## src/tgv_pkg.sv

```systemverilog
package tgv_pkg;

   localparam int FRAC_BITS     = 16;
   localparam int CORDIC_STAGES = 16;

   // derived fixed-point constants
   localparam int TWO_F      = 2 * FRAC_BITS;
   localparam int ATAN_COUNT = 31;
   localparam int CORDIC_NST = (CORDIC_STAGES < ATAN_COUNT) ? CORDIC_STAGES : ATAN_COUNT;
   localparam int MOD_STEPS  = 60 - TWO_F;
   localparam int MOD_STAGES = MOD_STEPS / 2;
   localparam int TH_RSH     = (TWO_F >= 30) ? TWO_F - 30 : 0;
   localparam int TH_LSH     = (TWO_F >= 30) ? 0 : 30 - TWO_F;

   localparam logic [63:0] TWOPI_Q60 = 64'h6487ED5110B4611A;
   localparam logic [63:0] PERIOD    = TWOPI_Q60 >> (60 - TWO_F);

   localparam int ANG_W = 34;
   localparam int CS_W  = 33;

   localparam logic signed [ANG_W-1:0] PI30      = ANG_W'(TWOPI_Q60 >> 31);
   localparam logic signed [ANG_W-1:0] HALF_PI30 = ANG_W'(TWOPI_Q60 >> 32);
   localparam logic signed [ANG_W-1:0] TWOPI30   = ANG_W'(TWOPI_Q60 >> 30);
   localparam logic signed [CS_W-1:0]  KINV_Q30  = CS_W'(32'h26DD3B6A);

   // configuration register indexes
   localparam logic [7:0] REG_VELOCITY_SCALE = 8'd0;
   localparam logic [7:0] REG_INV_LENGTH     = 8'd1;

   // truncated Q30 arctangent of 2^-i
   function automatic logic [31:0] atan_q30(input logic [4:0] i);
      logic [31:0] v;
      unique case (i)
         5'd0:  v = 32'h3243F6A8;
         5'd1:  v = 32'h1DAC6705;
         5'd2:  v = 32'h0FADBAFC;
         5'd3:  v = 32'h07F56EA6;
         5'd4:  v = 32'h03FEAB76;
         5'd5:  v = 32'h01FFD55B;
         5'd6:  v = 32'h00FFFAAA;
         5'd7:  v = 32'h007FFF55;
         5'd8:  v = 32'h003FFFEA;
         5'd9:  v = 32'h001FFFFD;
         5'd10: v = 32'h000FFFFF;
         5'd11: v = 32'h0007FFFF;
         5'd12: v = 32'h0003FFFF;
         5'd13: v = 32'h0001FFFF;
         5'd14: v = 32'h0000FFFF;
         5'd15: v = 32'h00007FFF;
         5'd16: v = 32'h00003FFF;
         5'd17: v = 32'h00001FFF;
         5'd18: v = 32'h00000FFF;
         5'd19: v = 32'h000007FF;
         5'd20: v = 32'h000003FF;
         5'd21: v = 32'h000001FF;
         5'd22: v = 32'h000000FF;
         5'd23: v = 32'h0000007F;
         5'd24: v = 32'h0000003F;
         5'd25: v = 32'h0000001F;
         5'd26: v = 32'h0000000F;
         5'd27: v = 32'h00000008;
         5'd28: v = 32'h00000004;
         5'd29: v = 32'h00000002;
         5'd30: v = 32'h00000001;
         default: v = 32'h00000000;
      endcase
      return v;
   endfunction

   // clamp to signed 32 bits
   function automatic logic [31:0] sat32(input logic signed [51:0] v);
      logic [31:0] r;
      if (v > 52'sh7FFFFFFF) begin
         r = 32'h7FFFFFFF;
      end else if (v < -52'sh80000000) begin
         r = 32'h80000000;
      end else begin
         r = v[31:0];
      end
      return r;
   endfunction

endpackage

```

## src/tgv_cordic.sv

```systemverilog
module tgv_cordic (
   input  logic                               clock,
   input  logic                               reset,
   input  logic                               en,
   input  logic                               in_valid,
   input  logic signed [tgv_pkg::ANG_W-1:0]   theta,
   input  logic                               neg,
   output logic                               out_valid,
   output logic signed [tgv_pkg::CS_W-1:0]    sin_q30,
   output logic signed [tgv_pkg::CS_W-1:0]    cos_q30
);

   localparam int NST = tgv_pkg::CORDIC_NST;

   logic signed [tgv_pkg::CS_W-1:0]  x_ff [NST+1];
   logic signed [tgv_pkg::CS_W-1:0]  y_ff [NST+1];
   logic signed [tgv_pkg::ANG_W-1:0] z_ff [NST+1];
   logic                             n_ff [NST+1];
   logic                             v_ff [NST+1];
   logic signed [tgv_pkg::CS_W-1:0]  s_ff;
   logic signed [tgv_pkg::CS_W-1:0]  c_ff;
   logic                             vo_ff;

   // seed the rotation
   always_comb begin
      x_ff[0] = tgv_pkg::KINV_Q30;
      y_ff[0] = '0;
      z_ff[0] = theta;
      n_ff[0] = neg;
      v_ff[0] = in_valid;
   end

   // one micro-rotation per stage
   for (genvar i = 0; i < NST; i++) begin : g_rot
      localparam logic signed [tgv_pkg::ANG_W-1:0] ATAN =
         tgv_pkg::ANG_W'(tgv_pkg::atan_q30(5'(i)));
      logic signed [tgv_pkg::CS_W-1:0] xs;
      logic signed [tgv_pkg::CS_W-1:0] ys;
      always_comb begin
         xs = x_ff[i] >>> i;
         ys = y_ff[i] >>> i;
      end
      always_ff @(posedge clock) begin
         if (reset) begin
            v_ff[i+1] <= 1'b0;
         end else if (en) begin
            v_ff[i+1] <= v_ff[i];
         end
         if (en) begin
            if (z_ff[i] >= 0) begin
               x_ff[i+1] <= x_ff[i] - ys;
               y_ff[i+1] <= y_ff[i] + xs;
               z_ff[i+1] <= z_ff[i] - ATAN;
            end else begin
               x_ff[i+1] <= x_ff[i] + ys;
               y_ff[i+1] <= y_ff[i] - xs;
               z_ff[i+1] <= z_ff[i] + ATAN;
            end
            n_ff[i+1] <= n_ff[i];
         end
      end
   end

   // undo the fold by pi
   always_ff @(posedge clock) begin
      if (reset) begin
         vo_ff <= 1'b0;
      end else if (en) begin
         vo_ff <= v_ff[NST];
      end
      if (en) begin
         s_ff <= n_ff[NST] ? -y_ff[NST] : y_ff[NST];
         c_ff <= n_ff[NST] ? -x_ff[NST] : x_ff[NST];
      end
   end

   assign out_valid = vo_ff;
   assign sin_q30   = s_ff;
   assign cos_q30   = c_ff;

endmodule

```

## config.mk

```make
export PLATFORM = sky130hd
export DESIGN_NAME = tgv_cordic
export DESIGN_NICKNAME = d
export VERILOG_FILES = /design/src/tgv_pkg.sv /design/src/tgv_cordic.sv
export SDC_FILE = /design/constraint.sdc
export NUM_CORES = 2
export LEC_CHECK = 0
export BUFFER_PORTS_ARGS = -buffer_cell sky130_fd_sc_hd__buf_2
export CAP_MARGIN = 40
export CORE_ASPECT_RATIO = 0.5
export CORE_UTILIZATION = 40
export DETAILED_ROUTE_END_ITERATION = 8
export SLEW_MARGIN = 20
export SYNTH_ARGS = -nofsm -noshare
export SYNTH_HDL_FRONTEND = slang
export SYNTH_SLANG_ARGS = --single-unit
```

## constraint.sdc

```tcl
create_clock -name clock -period 5.2 [get_ports clock]
set_input_delay 0 -clock clock [delete_from_list [all_inputs] [get_ports clock]]
set_output_delay 0 -clock clock [all_outputs]
set_load 0.02 [all_outputs]
```

## Word level (Yosys, flattened, before mapping)

Cells that the tools add are included.

- $add $sub $neg: 92
- Multiplexer cells: 48
- Magnitude comparators: 16

Operator list:

| operator | number |
|---|---|
| $mux 33 | 33 |
| $ge 34x1->1 const B | 16 |
| $mux 34 | 15 |
| $add 33x18->33 | 2 |
| $add 33x19->33 | 2 |
| $add 33x20->33 | 2 |
| $add 33x21->33 | 2 |
| $add 33x22->33 | 2 |
| $add 33x23->33 | 2 |
| $add 33x24->33 | 2 |
| $add 33x25->33 | 2 |
| $add 33x26->33 | 2 |
| $add 33x27->33 | 2 |
| $add 33x28->33 | 2 |
| $add 33x29->33 | 2 |
| $add 33x30->33 | 2 |
| $add 33x31->33 | 2 |
| $neg 33->33 | 2 |
| $sub 33x18->33 | 2 |
| $sub 33x19->33 | 2 |
| $sub 33x20->33 | 2 |
| $sub 33x21->33 | 2 |
| $sub 33x22->33 | 2 |
| $sub 33x23->33 | 2 |
| 42 further kinds | 50 |

- Output and inout bits: 67
- Bits of input ports: 39
- Register bits: 1632
- Logic and storage cells: 237

## Longest topological paths before layout

- Depth in word-level cells: 2
- Mapped depth: 24
- Mapped depth without buffers: 22

## Worst setup path after synthesis

No wires, ideal clock.

- Path type: flip-flop to flip-flop
- From: register y_ff (netlist bit g_rot[4].ys[6])
- To: register x_ff (netlist bit g_rot[5].xs[27]) (data pin)
- Path slack: -0.128 ns
- Data required time: 4.942 ns
- Setup time: 0.258 ns
- Path buffers: 0
- Clock period less this slack: 5.328 ns
- Cell stages (with the launch flop): 18
- Data arrival time: 5.070 ns
- Cell sequence: edfxtp_1 or3_4 or4_4 or3_4 or4_4 or3_4 o31ai_1 xor2_1 ha_1 nand4_1 nor3_1 a221o_1 a2111oi_0 o22ai_1 o41ai_1 o2111ai_1 a21oi_1 xnor2_1

- Cells in the longest elaborated chain, start to end: 2
- Elaborated cells between the ends (all ways): 3
- Classes of those cells: add/sub: 2; mux: 1

RTL lines:

| what | RTL line | source |
|---|---|---|
| from (decl) | tgv_cordic.sv:16 | `logic signed [tgv_pkg::CS_W-1:0] y_ff [NST+1];` |
| from (signal, indexed assignment) | tgv_cordic.sv:52 | `y_ff[i+1] <= y_ff[i] + xs;` |
| from (signal, indexed assignment) | tgv_cordic.sv:56 | `y_ff[i+1] <= y_ff[i] - xs;` |
| $add 33x29->33 / $sub 33x29->33 (equally long branches) | tgv_cordic.sv:55, tgv_cordic.sv:51 |  |
| $mux 33 (*) | tgv_cordic.sv:50 | `if (z_ff[i] >= 0) begin` |
| to (signal, indexed assignment) | tgv_cordic.sv:51 | `x_ff[i+1] <= x_ff[i] - ys;` |
| to (signal, indexed assignment) | tgv_cordic.sv:55 | `x_ff[i+1] <= x_ff[i] + ys;` |
| to (decl) | tgv_cordic.sv:15 | `logic signed [tgv_pkg::CS_W-1:0] x_ff [NST+1];` |

Every way passes the cells marked *; elsewhere a longest branch is shown, timed or not.
A chain may end at the register's enable or synchronous reset.

## Worst setup path after layout

- From: input theta[33] in the netlist's numbering
- To: register z_ff[538] in the netlist's numbering (data pin)

- Cells in the longest elaborated chain, start to end: 2

RTL lines:

| what | RTL line | source |
|---|---|---|
| from (decl) | tgv_cordic.sv:6 | `input logic signed [tgv_pkg::ANG_W-1:0] theta,` |
| $ge 34x1->1 | tgv_cordic.sv:50 |  |
| $mux 34 | tgv_cordic.sv:50 |  |
| to (signal, indexed assignment) | tgv_cordic.sv:53 | `z_ff[i+1] <= z_ff[i] - ATAN;` |
| to (signal, indexed assignment) | tgv_cordic.sv:57 | `z_ff[i+1] <= z_ff[i] + ATAN;` |
| to (decl) | tgv_cordic.sv:17 | `logic signed [tgv_pkg::ANG_W-1:0] z_ff [NST+1];` |

No other way between the ends.

==> metrics.cfg <==
[timing]
timing.hold.ws_ns=0.0686
finalSetupViolations=0
fin_ws_ns=0.135
finalHoldViolCount=0
final_period_minus_worst_setup_slack_ns=5.06
slew_viol_final=0
clock.fmax_mhz=197
post-route-period-util_pct=97.4
post_route_skew_ns=0.0488
tightestPinTransition_ns=0.937
grt_setup_unrepaired=true
timing.slew.headroom_pct=37.6

[cells_and_area]
mostFrequentLayoutCell=sky130_fd_sc_hd__edfxtp_1
fin_nets=15800
utilization_pct=47.1
antennaDiodeCount=0
syn2layout_area_growth_pct=16.6
mostFrequentLayoutCells=sky130_fd_sc_hd__edfxtp_1 (1527), sky130_fd_sc_hd__ha_1 (1418), sky130_fd_sc_hd__xnor2_1 (1309)
post_route_cells_drive_above_1_share_pct=12.4

[critical_path]
reg2regPathDepth=20
worst_setup_path_end_kind=register
arrival_time_at_the_worst_endpoint_ns=5.68
setup.worst_path.end=z_ff[538]$_DFFE_PP_
timing.critical_path.from_type=input pin
crit_path_max_fanout=16
critPathKind=in2reg
critical_path.reg2reg.endpoint=g_rot[5].xs[25]$_DFFE_PP_
worst-endpoint-required_ns=5.81
r2r_start=g_rot[4].ys[6]$_DFFE_PP_
worstSetupStartpoint=theta[33]
rrSetupSlack_ns=0.17

[drt]
routed-via-count=99000
detail_route.wirelength_mm=306
ant_nets=0
avgViaCountPerCell=5.33
remaining_drc_errors=0
detail_route.wl_per_cell_um=16.5
drt-pass1-iter-count=6
dr.first_iter.drc_count=5565

[synthesis]
yosys_warnings=0
mappedNetlistArea_sq_um=127000
async_reset_ff_share_pct=0
postSynthNetCount=14500
ys_dominant_reg_cell=sky130_fd_sc_hd__edfxtp_1
distinct_cell_type_count_after_synthesis=102
post_synth.cell_area_avg_sq_um=9.78
synth_seq_area_share_pct=36.4
synth_enable_flop_cells=1527
cell_count_after_synthesis=13000
ys_seq_elements=1544

[global_route]
global_route.overflow_total=0
grt_start_max_net_pins=175
wire_length_of_the_first_global_routing_pass_mm=491
grt.total_usage_pct=18.3
first_global_vias=97000
grt_antenna_before_repair=0

[placed_design]
gp_congestion=0.916
pre_cts_slack_ns=-0.350
port-buffer-count=105
place.detailed.hpwl_mm=244

[floorplan]
core_area_sq_um=314000
floorplan.die_area_sq_um=320000
fp.dieW_um=799
ios=106
die_height_um=400
initial_core_util_pct=40.5
placementRows=145

[cts]
tritoncts=done
number_of_buffers_added_by_the_clock_tree_synthesis_step=168
worst_skew_pair.late_latency_ns=0.86
clk_pin_slew_ns=0.06
clk_path_buf_depth=4
cts.root.buffer_cell=sky130_fd_sc_hd__clkbuf_16
h-tree-depth=4
cts_sinks=1544

[status]
status=complete, no violations

[flow_run]
drv_cap=0

[hold_path]
timing.hold.worst.class=in2reg

[cells in the mapped netlist, drive strengths merged (21+ instances only)]
master / n / area, sq um
o21ai: 717 / 3590
and3: 124 / 776
o41ai: 83 / 742
nor4b: 26 / 228
o21a: 237 / 1780
xnor2: 1310 / 11500
a31o: 39 / 342
clkbuf: 142 / 533
xor2: 571 / 5010
nand2b: 227 / 1420
a21boi: 47 / 357
o21bai: 164 / 1230
or4: 98 / 751
a31oi: 108 / 676
mux2: 24 / 270
nor4: 156 / 997
edfxtp: 1527 / 45900
nand3: 195 / 976
o31ai: 187 / 1420
nand2: 702 / 2640
or2: 52 / 328
and4: 50 / 438
a211oi: 118 / 886
nand4: 94 / 588
a21o: 602 / 4520
fa: 44 / 881
a2111oi: 28 / 260
nor3b: 21 / 158
inv: 561 / 2110
a221oi: 27 / 243
nor3: 275 / 1380
nor2: 929 / 3490
mux2i: 61 / 623
or3: 91 / 594
nand3b: 21 / 158
nor2b: 176 / 1100
a21oi: 1251 / 6270
ha: 1422 / 17800
a211o: 28 / 245
and2: 70 / 438
o31a: 33 / 289
o211ai: 59 / 443
[per-layer routing]
metal	track usage, %	share of wire [%]	wire (um)
met1	22.8	45	139000
met2	32.7	48	147000
met3	2.07	2.9	8770
met4	6.50	3.8	11600
met5	0	0	0
[worst min-delay path by stage]
stage,startpoint,endpoint,slack (ns),cells after the start
after floorplan,neg,n_ff[15]$_DFFE_PP_,0.1,0
after global placement,theta[2],z_ff[512]$_DFFE_PP_,0.19,1
after CTS,reset,v_ff[6]$_SDFFE_PP0P_,0.001,3
after detailed placement,theta[2],z_ff[512]$_DFFE_PP_,0.20,1
final,reset,v_ff[4]$_SDFFE_PP0P_,0.07,3
after global routing,reset,v_ff[12]$_SDFFE_PP0P_,0.06,3
[worst max-delay path, cell delays in order]
cell	delay, ns
sky130_fd_sc_hd__dlygate4sd3_1	0.55
sky130_fd_sc_hd__buf_2	0.14
sky130_fd_sc_hd__inv_1	0.07
sky130_fd_sc_hd__ha_1	0.14
sky130_fd_sc_hd__nor4b_2	0.30
sky130_fd_sc_hd__nand4_1	0.17
sky130_fd_sc_hd__nor4_2	0.30
sky130_fd_sc_hd__and4_1	0.25
sky130_fd_sc_hd__nand2b_1	0.13
sky130_fd_sc_hd__buf_4	0.24
sky130_fd_sc_hd__ha_1	0.28
sky130_fd_sc_hd__a211oi_1	0.33
sky130_fd_sc_hd__o21ai_0	0.22
sky130_fd_sc_hd__a21oi_1	0.26
sky130_fd_sc_hd__o21ai_1	0.20
sky130_fd_sc_hd__a31oi_1	0.21
sky130_fd_sc_hd__buf_4	0.14
sky130_fd_sc_hd__a31oi_1	0.15
sky130_fd_sc_hd__nand3_1	0.13
sky130_fd_sc_hd__nand2_1	0.06
sky130_fd_sc_hd__a211oi_1	0.22
sky130_fd_sc_hd__dlygate4sd3_1	0.58
sky130_fd_sc_hd__nor2_1	0.04
sky130_fd_sc_hd__dlygate4sd3_1	0.54
[flip-flops by register name, summed over array words and instances, names as in the netlist]
signal	cells
cos_q30	33
g_rot.xs	321
g_rot.ys	345
n_ff	16
out_valid	1
sin_q30	33
v_ff	16
x_ff	151
y_ff	151
z_ff	477
[per-stage QoR]
| stage | cell area [sq um] | setup TNS (ns) | cells |
|---|---|---|---|
| finish | 148000 | 0 | 18600 |
| CTS | 147000 | 0 | 18600 |
| detailed placement | 141000 | -3.07 | 18200 |
| global route | 148000 | -0.261 | 18600 |
| global placement | 141000 | -1.70 | 18200 |
| floorplan | 127000 | 0 | 13000 |
[cell type report]
class / count / area, sq um
inverter: 567 / 2140
clock buffer: 205 / 4410
timing repair buffer: 1279 / 9870
sequential: 1544 / 46200
clock inverter: 87 / 1020
tap: 4189 / 5240
multi-input combinational: 10700 / 79200
fill: 29500 / 166000
[logic make-up (layout without fill, tap and decap cells)]
logic type / after synthesis / count (layout) / synth area share, %
AOI/OAI and AO/OA: 3960 / 3960 / 20.0
xor gates and xnor gates: 1881 / 1881 / 13.0
adders and majority gates: 1466 / 1466 / 14.7
buffers and inverters: 727 / 2138 / 2.15
DFF: 1544 / 1544 / 36.4
muxes: 85 / 85 / 0.703
other: 1 / 1 / 0.00295
and+or+nand+nor: 3325 / 3327 / 13.1
[timing repair]
action | in CTS | in global routing
hold buffers | 70 | 0
setup buffers | 3 | 13
pin swaps | 8 | 56
cloned | 0 | 3
gates resized for setup | 20 | 199
hold endpoints to repair | 359 | 0
setup endpoints to repair | 30 | 182
Power is left out: the tool's default activity adds up to more than one toggle a clock period on the data nets, which glitch-free logic cannot reach.
